**config.mk**
```make
export PLATFORM = sky130hd
export DESIGN_NAME = yuv422_to_rgb_crop_flat
export DESIGN_NICKNAME = d
export VERILOG_FILES = /design/src/yrc_pkg.sv /design/src/yrc_pix_if.sv /design/src/yrc_res_if.sv /design/src/yrc_cfg_if.sv /design/src/yrc_lane.sv /design/src/yrc_pos.sv /design/src/yuv422_to_rgb_crop.sv /design/src/flat_wrapper.sv
export SDC_FILE = /design/constraint.sdc
export NUM_CORES = 1
export LEC_CHECK = 0
export ABC_AREA = 0
export BUFFER_PORTS_ARGS = -buffer_cell sky130_fd_sc_hd__buf_2
export CAP_MARGIN = 25
export CORE_MARGIN = 1.5
export CORE_UTILIZATION = 56
export DETAILED_ROUTE_END_ITERATION = 12
export PLACE_DENSITY = 0.76
export SKIP_CTS_REPAIR_TIMING = 1
export SLEW_MARGIN = 10
export SYNTH_ARGS = -nofsm -noshare
export SYNTH_HDL_FRONTEND = slang
export SYNTH_SLANG_ARGS = --single-unit
```
**constraint.sdc**
```tcl
create_clock -name clk -period 7.15 [get_ports clk]
set_input_delay 1.0725 -clock clk [delete_from_list [all_inputs] [get_ports clk]]
set_output_delay 1.0725 -clock clk [all_outputs]
set_load 0.05 [all_outputs]
```
**src/yrc_pkg.sv**
```systemverilog
// Shared types and constants for the 4:2:2 to RGB converter with crop window.
`timescale 1ns / 1ps
package yrc_pkg;

    localparam int PIX_WIDTH_CAP_DEF  = 4096;
    localparam int PIX_HEIGHT_CAP_DEF = 4096;

    // Wide enough for every window bound and position compare at any legal size
    localparam int CMP_W = 15;

    localparam int CFG_IDX_W  = 3;
    localparam int CFG_DATA_W = 13;

    typedef enum logic [CFG_IDX_W-1:0] {
        REG_CAM_WIDTH    = 3'd0,
        REG_CAM_HEIGHT   = 3'd1,
        REG_CROP_ENABLE  = 3'd2,
        REG_X_OFF        = 3'd3,
        REG_Y_OFF        = 3'd4,
        REG_WIN_WIDTH    = 3'd5,
        REG_WIN_HEIGHT   = 3'd6,
        REG_BYTE_ORDER   = 3'd7
    } cfg_reg_t;

    localparam int PROD_W = 18;
    localparam int SUM_W  = 20;

    localparam int OUT_DEPTH = 4;
    localparam int OUT_PTR_W = 2;
    localparam int OUT_CNT_W = 3;

    typedef struct packed {
        logic emit;
        logic row_end;
        logic frame_end;
    } pos_info_t;

    typedef struct packed {
        logic byte_order;
        logic busy;
    } pos_ctl_t;

    typedef struct packed {
        logic signed [PROD_W-1:0] red_v;
        logic signed [PROD_W-1:0] green_uv;
        logic signed [PROD_W-1:0] blue_u;
    } chroma_t;

    typedef struct packed {
        logic [7:0] red;
        logic [7:0] green;
        logic [7:0] blue;
    } rgb_t;

    typedef struct packed {
        logic [7:0] luma_first;
        logic [7:0] luma_second;
        rgb_t       first;
        rgb_t       second;
        logic       row_end;
        logic       frame_end;
    } result_t;

endpackage

```
**src/yrc_pix_if.sv**
```systemverilog
// Macropixel input channel.
`timescale 1ns / 1ps
interface yrc_pix_if;
    logic       valid;
    logic       ready;
    logic [7:0] byte_zero;
    logic [7:0] byte_one;
    logic [7:0] byte_two;
    logic [7:0] byte_three;
    logic       start_of_frame;

    modport source (
        output valid, byte_zero, byte_one, byte_two, byte_three, start_of_frame,
        input  ready
    );
    modport sink (
        input  valid, byte_zero, byte_one, byte_two, byte_three, start_of_frame,
        output ready
    );
endinterface

```
**src/yrc_res_if.sv**
```systemverilog
// Converted pixel pair output channel.
`timescale 1ns / 1ps
interface yrc_res_if;
    logic       valid;
    logic       ready;
    logic [7:0] luma_first;
    logic [7:0] luma_second;
    logic [7:0] red_first;
    logic [7:0] green_first;
    logic [7:0] blue_first;
    logic [7:0] red_second;
    logic [7:0] green_second;
    logic [7:0] blue_second;
    logic       row_end;
    logic       frame_end;

    modport source (
        output valid, luma_first, luma_second, red_first, green_first, blue_first,
               red_second, green_second, blue_second, row_end, frame_end,
        input  ready
    );
    modport sink (
        input  valid, luma_first, luma_second, red_first, green_first, blue_first,
               red_second, green_second, blue_second, row_end, frame_end,
        output ready
    );
endinterface

```
**src/yrc_cfg_if.sv**
```systemverilog
// Register write channel.
`timescale 1ns / 1ps
interface yrc_cfg_if;
    logic                           valid;
    logic                           ready;
    logic [yrc_pkg::CFG_IDX_W-1:0]  index;
    logic [yrc_pkg::CFG_DATA_W-1:0] data;

    modport source (output valid, index, data, input ready);
    modport sink   (input valid, index, data, output ready);
endinterface

```
**src/yrc_lane.sv**
```systemverilog
// One pixel lane: luma product, then chroma sums, floor shift and saturation.
`timescale 1ns / 1ps
module yrc_lane
(
    input  logic              clk,
    input  logic              take,
    input  logic [7:0]        luma,
    input  yrc_pkg::chroma_t  chroma,
    output yrc_pkg::rgb_t     rgb
);

    localparam logic signed [9:0] COEF_Y = 10'sd298;
    localparam logic signed [9:0] LUMA_BIAS = 10'sd16;
    localparam logic signed [yrc_pkg::SUM_W-1:0] ROUND_C = 20'sd128;

    logic signed [9:0]                  luma_sub;
    logic signed [yrc_pkg::PROD_W-1:0]  luma_prod;
    logic signed [yrc_pkg::PROD_W-1:0]  luma_reg;
    logic signed [yrc_pkg::SUM_W-1:0]   red_sum;
    logic signed [yrc_pkg::SUM_W-1:0]   green_sum;
    logic signed [yrc_pkg::SUM_W-1:0]   blue_sum;

    // floor(s / 256) clamped to 0..255
    function automatic logic [7:0] sat8(input logic signed [yrc_pkg::SUM_W-1:0] s);
        logic [7:0] q;
        if (s[yrc_pkg::SUM_W-1])
        begin
            q = 8'h00;
        end
        else if (|s[yrc_pkg::SUM_W-2:16])
        begin
            q = 8'hFF;
        end
        else
        begin
            q = s[15:8];
        end
        return q;
    endfunction

    assign luma_sub  = $signed({2'b00, luma}) - LUMA_BIAS;
    assign luma_prod = luma_sub * COEF_Y;

    always_ff @(posedge clk)
    begin
        if (take)
        begin
            luma_reg <= luma_prod;
        end
    end

    assign red_sum   = luma_reg + chroma.red_v + ROUND_C;
    assign green_sum = luma_reg - chroma.green_uv + ROUND_C;
    assign blue_sum  = luma_reg + chroma.blue_u + ROUND_C;

    assign rgb.red   = sat8(red_sum);
    assign rgb.green = sat8(green_sum);
    assign rgb.blue  = sat8(blue_sum);

endmodule

```
**src/yrc_pos.sv**
```systemverilog
// Registers, crop window bounds and frame position counters.
`timescale 1ns / 1ps
module yrc_pos
#(
    parameter int PIX_WIDTH_CAP  = yrc_pkg::PIX_WIDTH_CAP_DEF,
    parameter int PIX_HEIGHT_CAP = yrc_pkg::PIX_HEIGHT_CAP_DEF
)
(
    input  logic                clk,
    input  logic                rst_n,
    yrc_cfg_if.sink             cfg,
    input  logic                take,
    input  logic                sof,
    output yrc_pkg::pos_info_t  info,
    output yrc_pkg::pos_ctl_t   ctl
);

    localparam int PAIR_LIM = PIX_WIDTH_CAP / 2;
    localparam int COL_W = (PAIR_LIM > 1) ? $clog2(PAIR_LIM) : 1;
    localparam int ROW_W = (PIX_HEIGHT_CAP > 1) ? $clog2(PIX_HEIGHT_CAP) : 1;
    localparam logic [yrc_pkg::CMP_W-1:0] PAIR_LIM_C   = yrc_pkg::CMP_W'(PAIR_LIM);
    localparam logic [yrc_pkg::CMP_W-1:0] HEIGHT_LIM_C = yrc_pkg::CMP_W'(PIX_HEIGHT_CAP);

    logic [11:0] cam_width_reg;
    logic [12:0] cam_height_reg;
    logic        crop_en_reg;
    logic [10:0] x_off_reg;
    logic [11:0] y_off_reg;
    logic [11:0] win_width_reg;
    logic [12:0] win_height_reg;
    logic        byte_order_reg;
    logic        busy_reg;

    logic [yrc_pkg::CMP_W-1:0] w_next, h_next, x0_next, x1_next, y0_next, y1_next;
    logic [yrc_pkg::CMP_W-1:0] x_end, y_end;
    logic [yrc_pkg::CMP_W-1:0] w_reg, h_reg, x0_reg, x1_reg, y0_reg, y1_reg;

    logic [COL_W-1:0] col_reg, col_next, col_cur;
    logic [ROW_W-1:0] row_reg, row_next, row_cur;
    logic [yrc_pkg::CMP_W-1:0] col_w, row_w, col_inc, row_inc;

    logic cfg_take;

    assign cfg.ready = 1'b1;
    assign cfg_take  = cfg.valid && cfg.ready;

    always_ff @(posedge clk or negedge rst_n)
    begin
        if (!rst_n)
        begin
            cam_width_reg  <= 12'd320;
            cam_height_reg <= 13'd480;
            crop_en_reg    <= 1'b0;
            x_off_reg      <= '0;
            y_off_reg      <= '0;
            win_width_reg  <= 12'd320;
            win_height_reg <= 13'd480;
            byte_order_reg <= 1'b0;
            busy_reg       <= 1'b1;
        end
        else
        begin
            // busy is set after a write (and after reset) while the window bounds settle
            busy_reg <= cfg_take;
            if (cfg_take)
            begin
                case (cfg.index)
                    yrc_pkg::REG_CAM_WIDTH:   cam_width_reg  <= cfg.data[11:0];
                    yrc_pkg::REG_CAM_HEIGHT:  cam_height_reg <= cfg.data[12:0];
                    yrc_pkg::REG_CROP_ENABLE: crop_en_reg    <= cfg.data[0];
                    yrc_pkg::REG_X_OFF:       x_off_reg      <= cfg.data[10:0];
                    yrc_pkg::REG_Y_OFF:       y_off_reg      <= cfg.data[11:0];
                    yrc_pkg::REG_WIN_WIDTH:   win_width_reg  <= cfg.data[11:0];
                    yrc_pkg::REG_WIN_HEIGHT:  win_height_reg <= cfg.data[12:0];
                    yrc_pkg::REG_BYTE_ORDER:  byte_order_reg <= cfg.data[0];
                    default: ;
                endcase
            end
        end
    end

    always_comb
    begin
        if (cam_width_reg == '0 || yrc_pkg::CMP_W'(cam_width_reg) > PAIR_LIM_C)
        begin
            w_next = PAIR_LIM_C;
        end
        else
        begin
            w_next = yrc_pkg::CMP_W'(cam_width_reg);
        end
        if (cam_height_reg == '0 || yrc_pkg::CMP_W'(cam_height_reg) > HEIGHT_LIM_C)
        begin
            h_next = HEIGHT_LIM_C;
        end
        else
        begin
            h_next = yrc_pkg::CMP_W'(cam_height_reg);
        end

        x_end = yrc_pkg::CMP_W'(x_off_reg) + yrc_pkg::CMP_W'(win_width_reg);
        y_end = yrc_pkg::CMP_W'(y_off_reg) + yrc_pkg::CMP_W'(win_height_reg);

        if (crop_en_reg)
        begin
            x0_next = yrc_pkg::CMP_W'(x_off_reg);
            x1_next = (x_end > w_next) ? w_next : x_end;
            y0_next = yrc_pkg::CMP_W'(y_off_reg);
            y1_next = (y_end > h_next) ? h_next : y_end;
        end
        else
        begin
            x0_next = '0;
            x1_next = w_next;
            y0_next = '0;
            y1_next = h_next;
        end
    end

    always_ff @(posedge clk)
    begin
        w_reg  <= w_next;
        h_reg  <= h_next;
        x0_reg <= x0_next;
        x1_reg <= x1_next;
        y0_reg <= y0_next;
        y1_reg <= y1_next;
    end

    assign col_cur = sof ? '0 : col_reg;
    assign row_cur = sof ? '0 : row_reg;
    assign col_w   = yrc_pkg::CMP_W'(col_cur);
    assign row_w   = yrc_pkg::CMP_W'(row_cur);
    assign col_inc = col_w + 1'b1;
    assign row_inc = row_w + 1'b1;

    assign info.emit = (col_w >= x0_reg) && (col_w < x1_reg)
                    && (row_w >= y0_reg) && (row_w < y1_reg);
    assign info.row_end   = (col_inc == x1_reg);
    assign info.frame_end = (col_inc == x1_reg) && (row_inc == y1_reg);

    always_comb
    begin
        if (col_inc >= w_reg)
        begin
            col_next = '0;
            row_next = (row_inc >= h_reg) ? '0 : row_inc[ROW_W-1:0];
        end
        else
        begin
            col_next = col_inc[COL_W-1:0];
            row_next = row_cur;
        end
    end

    always_ff @(posedge clk or negedge rst_n)
    begin
        if (!rst_n)
        begin
            col_reg <= '0;
            row_reg <= '0;
        end
        else if (take)
        begin
            col_reg <= col_next;
            row_reg <= row_next;
        end
    end

    assign ctl.byte_order = byte_order_reg;
    assign ctl.busy       = busy_reg;

endmodule

```
**src/yuv422_to_rgb_crop.sv**
```systemverilog
// Top level: packed 4:2:2 macropixels in, cropped RGB888 pixel pairs out.
// One macropixel is accepted every clock while input ready is high. Two lanes convert
// the pair's pixels side by side with shared chroma products. The products are
// registered at the edge that takes the macropixel, the conversion stage then forms
// the sums, floor shift and saturation, and the merged pair is written into a
// four-beat output queue, from whose head the result is offered. Input ready depends
// only on registered state: it drops while the queue plus the beat in flight fill
// it, after each register write, and after reset while the window bounds settle.
// Macropixels outside the crop window are taken and dropped without a result.
// Horizontal offsets count pixel pairs.
`timescale 1ns / 1ps
module yuv422_to_rgb_crop
#(
    parameter int PIX_WIDTH_CAP  = yrc_pkg::PIX_WIDTH_CAP_DEF,
    parameter int PIX_HEIGHT_CAP = yrc_pkg::PIX_HEIGHT_CAP_DEF
)
(
    input  logic       clk,
    input  logic       rst_n,
    yrc_pix_if.sink    pixel,
    yrc_res_if.source  result,
    yrc_cfg_if.sink    cfg
);

    localparam logic signed [10:0] COEF_RV = 11'sd409;
    localparam logic signed [10:0] COEF_GU = 11'sd100;
    localparam logic signed [10:0] COEF_GV = 11'sd208;
    localparam logic signed [10:0] COEF_BU = 11'sd516;

    yrc_pkg::pos_info_t info;
    yrc_pkg::pos_ctl_t  ctl;

    logic       take;
    logic [7:0] luma_a, luma_b, cb, cr;
    logic signed [7:0] d_u, e_v;
    yrc_pkg::chroma_t chroma_next;

    logic              s1_valid_reg;
    logic [7:0]        s1_luma_a_reg, s1_luma_b_reg;
    logic              s1_row_end_reg, s1_frame_end_reg;
    yrc_pkg::chroma_t  chroma_reg;

    yrc_pkg::rgb_t     rgb_a, rgb_b;
    yrc_pkg::result_t  entry;

    yrc_pkg::result_t  q_mem [yrc_pkg::OUT_DEPTH];
    logic [yrc_pkg::OUT_PTR_W-1:0] wr_ptr_reg, rd_ptr_reg;
    logic [yrc_pkg::OUT_CNT_W-1:0] cnt_reg, cnt_next;
    logic push, pop;
    yrc_pkg::result_t  head;

    yrc_pos #(
        .PIX_WIDTH_CAP  (PIX_WIDTH_CAP),
        .PIX_HEIGHT_CAP (PIX_HEIGHT_CAP)
    ) u_pos (
        .clk   (clk),
        .rst_n (rst_n),
        .cfg   (cfg),
        .take  (take),
        .sof   (pixel.start_of_frame),
        .info  (info),
        .ctl   (ctl)
    );

    assign pixel.ready = !ctl.busy
        && ((cnt_reg + yrc_pkg::OUT_CNT_W'(s1_valid_reg))
            < yrc_pkg::OUT_CNT_W'(yrc_pkg::OUT_DEPTH));
    assign take = pixel.valid && pixel.ready;

    always_comb
    begin
        if (ctl.byte_order)
        begin
            luma_a = pixel.byte_zero;
            cb     = pixel.byte_one;
            luma_b = pixel.byte_two;
            cr     = pixel.byte_three;
        end
        else
        begin
            cb     = pixel.byte_zero;
            luma_a = pixel.byte_one;
            cr     = pixel.byte_two;
            luma_b = pixel.byte_three;
        end
    end

    // x - 128 for an 8-bit sample is a flip of the top bit
    assign d_u = $signed({~cb[7], cb[6:0]});
    assign e_v = $signed({~cr[7], cr[6:0]});

    assign chroma_next.red_v    = e_v * COEF_RV;
    assign chroma_next.green_uv = d_u * COEF_GU + e_v * COEF_GV;
    assign chroma_next.blue_u   = d_u * COEF_BU;

    always_ff @(posedge clk or negedge rst_n)
    begin
        if (!rst_n)
        begin
            s1_valid_reg <= 1'b0;
        end
        else
        begin
            s1_valid_reg <= take && info.emit;
        end
    end

    always_ff @(posedge clk)
    begin
        if (take)
        begin
            s1_luma_a_reg    <= luma_a;
            s1_luma_b_reg    <= luma_b;
            s1_row_end_reg   <= info.row_end;
            s1_frame_end_reg <= info.frame_end;
            chroma_reg       <= chroma_next;
        end
    end

    yrc_lane u_lane_a (
        .clk    (clk),
        .take   (take),
        .luma   (luma_a),
        .chroma (chroma_reg),
        .rgb    (rgb_a)
    );

    yrc_lane u_lane_b (
        .clk    (clk),
        .take   (take),
        .luma   (luma_b),
        .chroma (chroma_reg),
        .rgb    (rgb_b)
    );

    // merge both lanes with the position marks into one beat
    assign entry.luma_first  = s1_luma_a_reg;
    assign entry.luma_second = s1_luma_b_reg;
    assign entry.first       = rgb_a;
    assign entry.second      = rgb_b;
    assign entry.row_end     = s1_row_end_reg;
    assign entry.frame_end   = s1_frame_end_reg;

    assign push = s1_valid_reg;
    assign pop  = result.valid && result.ready;

    always_comb
    begin
        cnt_next = cnt_reg;
        if (push && !pop)
        begin
            cnt_next = cnt_reg + 1'b1;
        end
        else if (pop && !push)
        begin
            cnt_next = cnt_reg - 1'b1;
        end
    end

    always_ff @(posedge clk or negedge rst_n)
    begin
        if (!rst_n)
        begin
            cnt_reg    <= '0;
            wr_ptr_reg <= '0;
            rd_ptr_reg <= '0;
        end
        else
        begin
            cnt_reg <= cnt_next;
            if (push)
            begin
                wr_ptr_reg <= wr_ptr_reg + 1'b1;
            end
            if (pop)
            begin
                rd_ptr_reg <= rd_ptr_reg + 1'b1;
            end
        end
    end

    always_ff @(posedge clk)
    begin
        if (push)
        begin
            q_mem[wr_ptr_reg] <= entry;
        end
    end

    assign head = q_mem[rd_ptr_reg];

    assign result.valid        = (cnt_reg != '0);
    assign result.luma_first   = head.luma_first;
    assign result.luma_second  = head.luma_second;
    assign result.red_first    = head.first.red;
    assign result.green_first  = head.first.green;
    assign result.blue_first   = head.first.blue;
    assign result.red_second   = head.second.red;
    assign result.green_second = head.second.green;
    assign result.blue_second  = head.second.blue;
    assign result.row_end      = head.row_end;
    assign result.frame_end    = head.frame_end;

    a_queue_bound: assert property (@(posedge clk) disable iff (!rst_n)
        cnt_reg <= yrc_pkg::OUT_CNT_W'(yrc_pkg::OUT_DEPTH))
        else $error("output queue overfilled");

    a_frame_end_on_row_end: assert property (@(posedge clk) disable iff (!rst_n)
        result.valid |-> (!result.frame_end || result.row_end))
        else $error("frame end without row end");

    a_hold_after_write: assert property (@(posedge clk) disable iff (!rst_n)
        (cfg.valid && cfg.ready) |=> !pixel.ready)
        else $error("pixel taken while window bounds settle");

    a_stage_from_take: assert property (@(posedge clk) disable iff (!rst_n)
        s1_valid_reg |-> $past(take))
        else $error("conversion stage valid without a taken beat");

endmodule
```
**src/flat_wrapper.sv**
```systemverilog
// flat-port wrapper written by rule: the top's interface ports become plain ports
module yuv422_to_rgb_crop_flat 
#(
    parameter int PIX_WIDTH_CAP  = yrc_pkg::PIX_WIDTH_CAP_DEF,
    parameter int PIX_HEIGHT_CAP = yrc_pkg::PIX_HEIGHT_CAP_DEF
)
  (clk, rst_n, pixel_valid, pixel_byte_zero, pixel_byte_one, pixel_byte_two, pixel_byte_three, pixel_start_of_frame, pixel_ready, result_valid, result_luma_first, result_luma_second, result_red_first, result_green_first, result_blue_first, result_red_second, result_green_second, result_blue_second, result_row_end, result_frame_end, result_ready, cfg_valid, cfg_index, cfg_data, cfg_ready);
  yrc_pix_if pixel_i ();
  yrc_res_if result_i ();
  yrc_cfg_if cfg_i ();
  input  logic clk;
  input  logic rst_n;
  input wire logic [$bits(pixel_i.valid)-1:0] pixel_valid;
  input wire logic [$bits(pixel_i.byte_zero)-1:0] pixel_byte_zero;
  input wire logic [$bits(pixel_i.byte_one)-1:0] pixel_byte_one;
  input wire logic [$bits(pixel_i.byte_two)-1:0] pixel_byte_two;
  input wire logic [$bits(pixel_i.byte_three)-1:0] pixel_byte_three;
  input wire logic [$bits(pixel_i.start_of_frame)-1:0] pixel_start_of_frame;
  output wire logic [$bits(pixel_i.ready)-1:0] pixel_ready;
  output wire logic [$bits(result_i.valid)-1:0] result_valid;
  output wire logic [$bits(result_i.luma_first)-1:0] result_luma_first;
  output wire logic [$bits(result_i.luma_second)-1:0] result_luma_second;
  output wire logic [$bits(result_i.red_first)-1:0] result_red_first;
  output wire logic [$bits(result_i.green_first)-1:0] result_green_first;
  output wire logic [$bits(result_i.blue_first)-1:0] result_blue_first;
  output wire logic [$bits(result_i.red_second)-1:0] result_red_second;
  output wire logic [$bits(result_i.green_second)-1:0] result_green_second;
  output wire logic [$bits(result_i.blue_second)-1:0] result_blue_second;
  output wire logic [$bits(result_i.row_end)-1:0] result_row_end;
  output wire logic [$bits(result_i.frame_end)-1:0] result_frame_end;
  input wire logic [$bits(result_i.ready)-1:0] result_ready;
  input wire logic [$bits(cfg_i.valid)-1:0] cfg_valid;
  input wire logic [$bits(cfg_i.index)-1:0] cfg_index;
  input wire logic [$bits(cfg_i.data)-1:0] cfg_data;
  output wire logic [$bits(cfg_i.ready)-1:0] cfg_ready;
  assign pixel_i.valid = pixel_valid;
  assign pixel_i.byte_zero = pixel_byte_zero;
  assign pixel_i.byte_one = pixel_byte_one;
  assign pixel_i.byte_two = pixel_byte_two;
  assign pixel_i.byte_three = pixel_byte_three;
  assign pixel_i.start_of_frame = pixel_start_of_frame;
  assign pixel_ready = pixel_i.ready;
  assign result_valid = result_i.valid;
  assign result_luma_first = result_i.luma_first;
  assign result_luma_second = result_i.luma_second;
  assign result_red_first = result_i.red_first;
  assign result_green_first = result_i.green_first;
  assign result_blue_first = result_i.blue_first;
  assign result_red_second = result_i.red_second;
  assign result_green_second = result_i.green_second;
  assign result_blue_second = result_i.blue_second;
  assign result_row_end = result_i.row_end;
  assign result_frame_end = result_i.frame_end;
  assign result_i.ready = result_ready;
  assign cfg_i.valid = cfg_valid;
  assign cfg_i.index = cfg_index;
  assign cfg_i.data = cfg_data;
  assign cfg_ready = cfg_i.ready;
  yuv422_to_rgb_crop #(.PIX_WIDTH_CAP(PIX_WIDTH_CAP), .PIX_HEIGHT_CAP(PIX_HEIGHT_CAP)) u_core (.clk(clk), .rst_n(rst_n), .pixel(pixel_i), .result(result_i), .cfg(cfg_i));
endmodule
```
==> impl_metrics.csv <==
group,metric,value,unit
outcome,outcome,"finished, final reports clean",
placement,finalWeightedCongestion,0.947,
synthesis,synth_cell_types,85,
floorplanning,initial_utilization,0.569,
timing,hold_viol_final,0,
flow_run,maxCapViolations,0,
synthesis,synthesis.area,0.0345,mm2
global_route,grt_pass1_wl,125000,um
drt,drt_pass1_iterations,5,
synthesis,synth-seq-cells,541,
cells_and_area,largest_register_ffs,264,
setup_path,rr_endpoint,"u_core.u_lane_a.luma_reg[16]",
cells_and_area,drive_gt1_frac,0.151,
cells_and_area,fin_util,0.628,
cells_and_area,nNetsFinal,3650,
drt,drc,0,
clocking,cts_num_sinks,541,
floorplanning,ioPinCount,123,
timing,setup_violations,0,
power,swShare,0.442,
global_route,antenna_found_initial,0,
synthesis,synth_ff_type,"edfxtp_1",
synthesis,synthMuxAreaShare,0.0865,
global_route,met2_usage,0.442,
power,peakVddDrop,0.000553,V
timing,rsz0062_at_grt,"false",
synthesis,async_reset_ff_frac,0.198,
global_route,use_met3,0.0254,
synthesis,synthTopCellsByCount,"ha_1, edfxtp_1, inv_1, xnor2_1, a21oi_1",
floorplanning,die_y,251,um
timing,setup_tns,0,ps
timing,maxSlewViolCount,0,
drt,wire_per_inst,20.6,um
setup_path,path_class,"reg -> reg",
global_route,grt_use_total,0.253,
synthesis,ys_warn_count,0,
drt,route.antenna.remaining_nets,0,
power,p_leak,0.0167,uW
floorplanning,dieArea,0.0631,mm2
synthesis,synth_simple_gate_area_share,0.0775,
floorplanning,rows,90,
global_route,grt_overflow,0,
hold_path,hold_class,"in -> async",
power,seqPwrFrac,0.251,
floorplanning,coreArea,0.0606,mm2
synthesis,netlist_top_cells_area,"edfxtp_1, ha_1, dfrtp_1",
clocking,htree_levels,2,
timing,min_period,6040,ps
cells_and_area,diodes,0,
synthesis,ys_seq_area_frac,0.434,
setup_path,r2r-start,"u_core.u_pos.byte_order_reg",
placement,dp_hpwl,60800,um
drt,wirelength,79100,um
synthesis,synth_most_common_cell,"ha_1",
power,power_switching,8520,uW
clocking,cts_tree,"yes",
drt,via_per_inst,5.81,
synthesis,synth_compound_area_frac,0.0927,
setup_path,r2r_cells,19,
setup_path,cp_data_required_time,7620,ps
synthesis,synth_fa_ha_area_frac,0.220,
timing,holdWs,395,ps
setup_path,worstSetupStartpointType,"flop",
timing,max_freq,0.166,GHz
setup_path,end_kind,"flop",
synthesis,syn_area_per_cell,12.0,um2
power,p_per_area,507,mW/mm2
synthesis,syn_inst,2867,
global_route,busiest_layer,"met2",
power,p_int,10700,uW
clocking,clockBufferDepth,3,
cells_and_area,fin_cells,3850,
power,p_clk_frac,0.160,
global_route,grtUsageMet1,0.329,
setup_path,endpoint,"u_core.u_lane_a.luma_reg[16]",
global_route,grt_pass1_vias,23200,
placement,portBuffers,121,
synthesis,synth_top_family_by_area,"adder cells",
clocking,cts_made_buffers,57,
synthesis,synth.largest_area_cell,"edfxtp_1",
synthesis,synth_edf_count,359,
clocking,clkTransAtPathRegs,60,ps
clocking,insertion_delay,630,ps
global_route,grt_max_degree,79,
timing,relSlewSlack,0.327,
timing,worstMarginPinSlew,1010,ps
setup_path,cp-startpoint,"u_core.u_pos.byte_order_reg",
setup_path,crit_fanout,20,
timing,finClkSkew,30.8,ps
synthesis,synth-xor-area-share,0.0475,
timing,timing.final.crit_share,0.844,
clocking,ctsRootBufferMaster,"clkbuf_16",
setup_path,arrival,6510,ps
floorplanning,fp.dieW,251,um
placement,post-place-cells,3742,
drt,drtIter0Drc,1211,
drt,via_count,22400,
setup_path,r2r_slack,1110,ps
synthesis,synth_top_area_frac,0.313,
power,comb_power_share,0.589,
cells_and_area,syn2layout_area_growth,10.3,%
-- power groups by stage --
stage	sequential (uW)	combinational (uW)	clock [uW]
floorplan	4620	8610	0
global placement	4880	10800	0
detailed placement	4900	11100	0
CTS	4840	11300	3130
global route	4880	12500	3240
finish	4840	11300	3080
-- cell usage in the layout (no fill, tap or decap), types with 7 or more instances in the layout --
master / count
a211oi_1: 27
a21o_1: 65
a21oi_1: 128
a31oi_1: 11
and2_1: 29
and3_1: 21
buf_2: 120
buf_4: 18
bufinv_16: 7
clkbuf_16: 59
clkinv_2: 8
dfrtp_1: 92
dfstp_2: 13
dfxtp_1: 75
edfxtp_1: 359
fa_1: 52
ha_1: 524
inv_1: 325
mux2_2: 116
mux2i_1: 19
mux4_2: 66
nand2_1: 90
nand2b_1: 46
nand3_1: 49
nand4_1: 18
nor2_1: 109
nor2b_1: 45
nor3_1: 44
nor4_1: 17
o211ai_1: 10
o21a_1: 43
o21ai_0: 77
o21bai_1: 12
o31ai_1: 10
or3_1: 14
xnor2_1: 136
xor2_1: 51
-- metrics by stage --
| stage | total power, uW | worst slack [ps] | instance area (um2) |
|---|---|---|---|
| CTS | 19200 | 1090 | 38000 |
| detailed placement | 16000 | 1020 | 36000 |
| global placement | 15700 | 1130 | 36000 |
| floorplan | 13200 | 1450 | 34500 |
| global route | 20700 | 689 | 38000 |
| finish | 19300 | 1110 | 38000 |
-- per-layer routing --
| layer | routed length [um] | vias to the layer above | part of all wire |
|---|---|---|---|
| met5 | 0 | - | 0 |
| met2 | 38700 | 460 | 0.49 |
| met1 | 35200 | 11000 | 0.44 |
| met4 | 2500 | 0 | 0.032 |
| met3 | 2730 | 137 | 0.035 |
| li1 | - | 10700 | - |
-- how the worst min path moves through the flow --
stage	startpoint	end	slack [ps]	cells after the start
finish	rst_n	u_core.u_pos.win_height_reg[10]	390	1
global route	rst_n	u_core.u_pos.win_height_reg[9]	400	1
CTS	rst_n	u_core.u_pos.win_height_reg[10]	370	1
detailed placement	u_core.u_pos.col_reg[7]	u_core.u_pos.col_reg[7]	470	2
global placement	u_core.u_pos.col_reg[7]	u_core.u_pos.col_reg[7]	460	2
floorplan	u_core.u_pos.col_reg[7]	u_core.u_pos.col_reg[7]	440	2
-- final cells by class --
| type | instances | area, um2 |
|---|---|---|
| inverter | 326 | 1230 |
| multi-input combinational | 1955 | 18100 |
| sequential | 541 | 15000 |
| fill | 4616 | 22600 |
| clock inverter | 41 | 458 |
| tap | 782 | 978 |
| timing repair buffer | 139 | 763 |
| clock buffer | 66 | 1510 |
-- worst max-delay path: stages, from the launching register on --
cell      delay (ps)
dfrtp_1          810
buf_4            400
mux2i_1          380
ha_1             250
nand3_1          170
inv_1            310
ha_1             330
ha_1             290
inv_1             40
fa_1             470
inv_1             50
fa_1             480
ha_1             350
o21ai_0          120
a21boi_0         140
o21ai_0          200
a21oi_1          120
o21ai_0          240
or4b_2           610
o211ai_1         120
-- cells by family after synthesis --
| logic type | count (synthesis) |
|---|---|
| AO/OA/AOI/OAI | 472 |
| XOR/XNOR | 187 |
| adder cells (fa/ha/maj) | 576 |
| buffers and inverters | 372 |
| flip-flops | 541 |
| multiplexers | 201 |
| other | 2 |
| AND/OR/NAND/NOR | 516 |
Note: power is estimated with default switching activity, not from simulation.
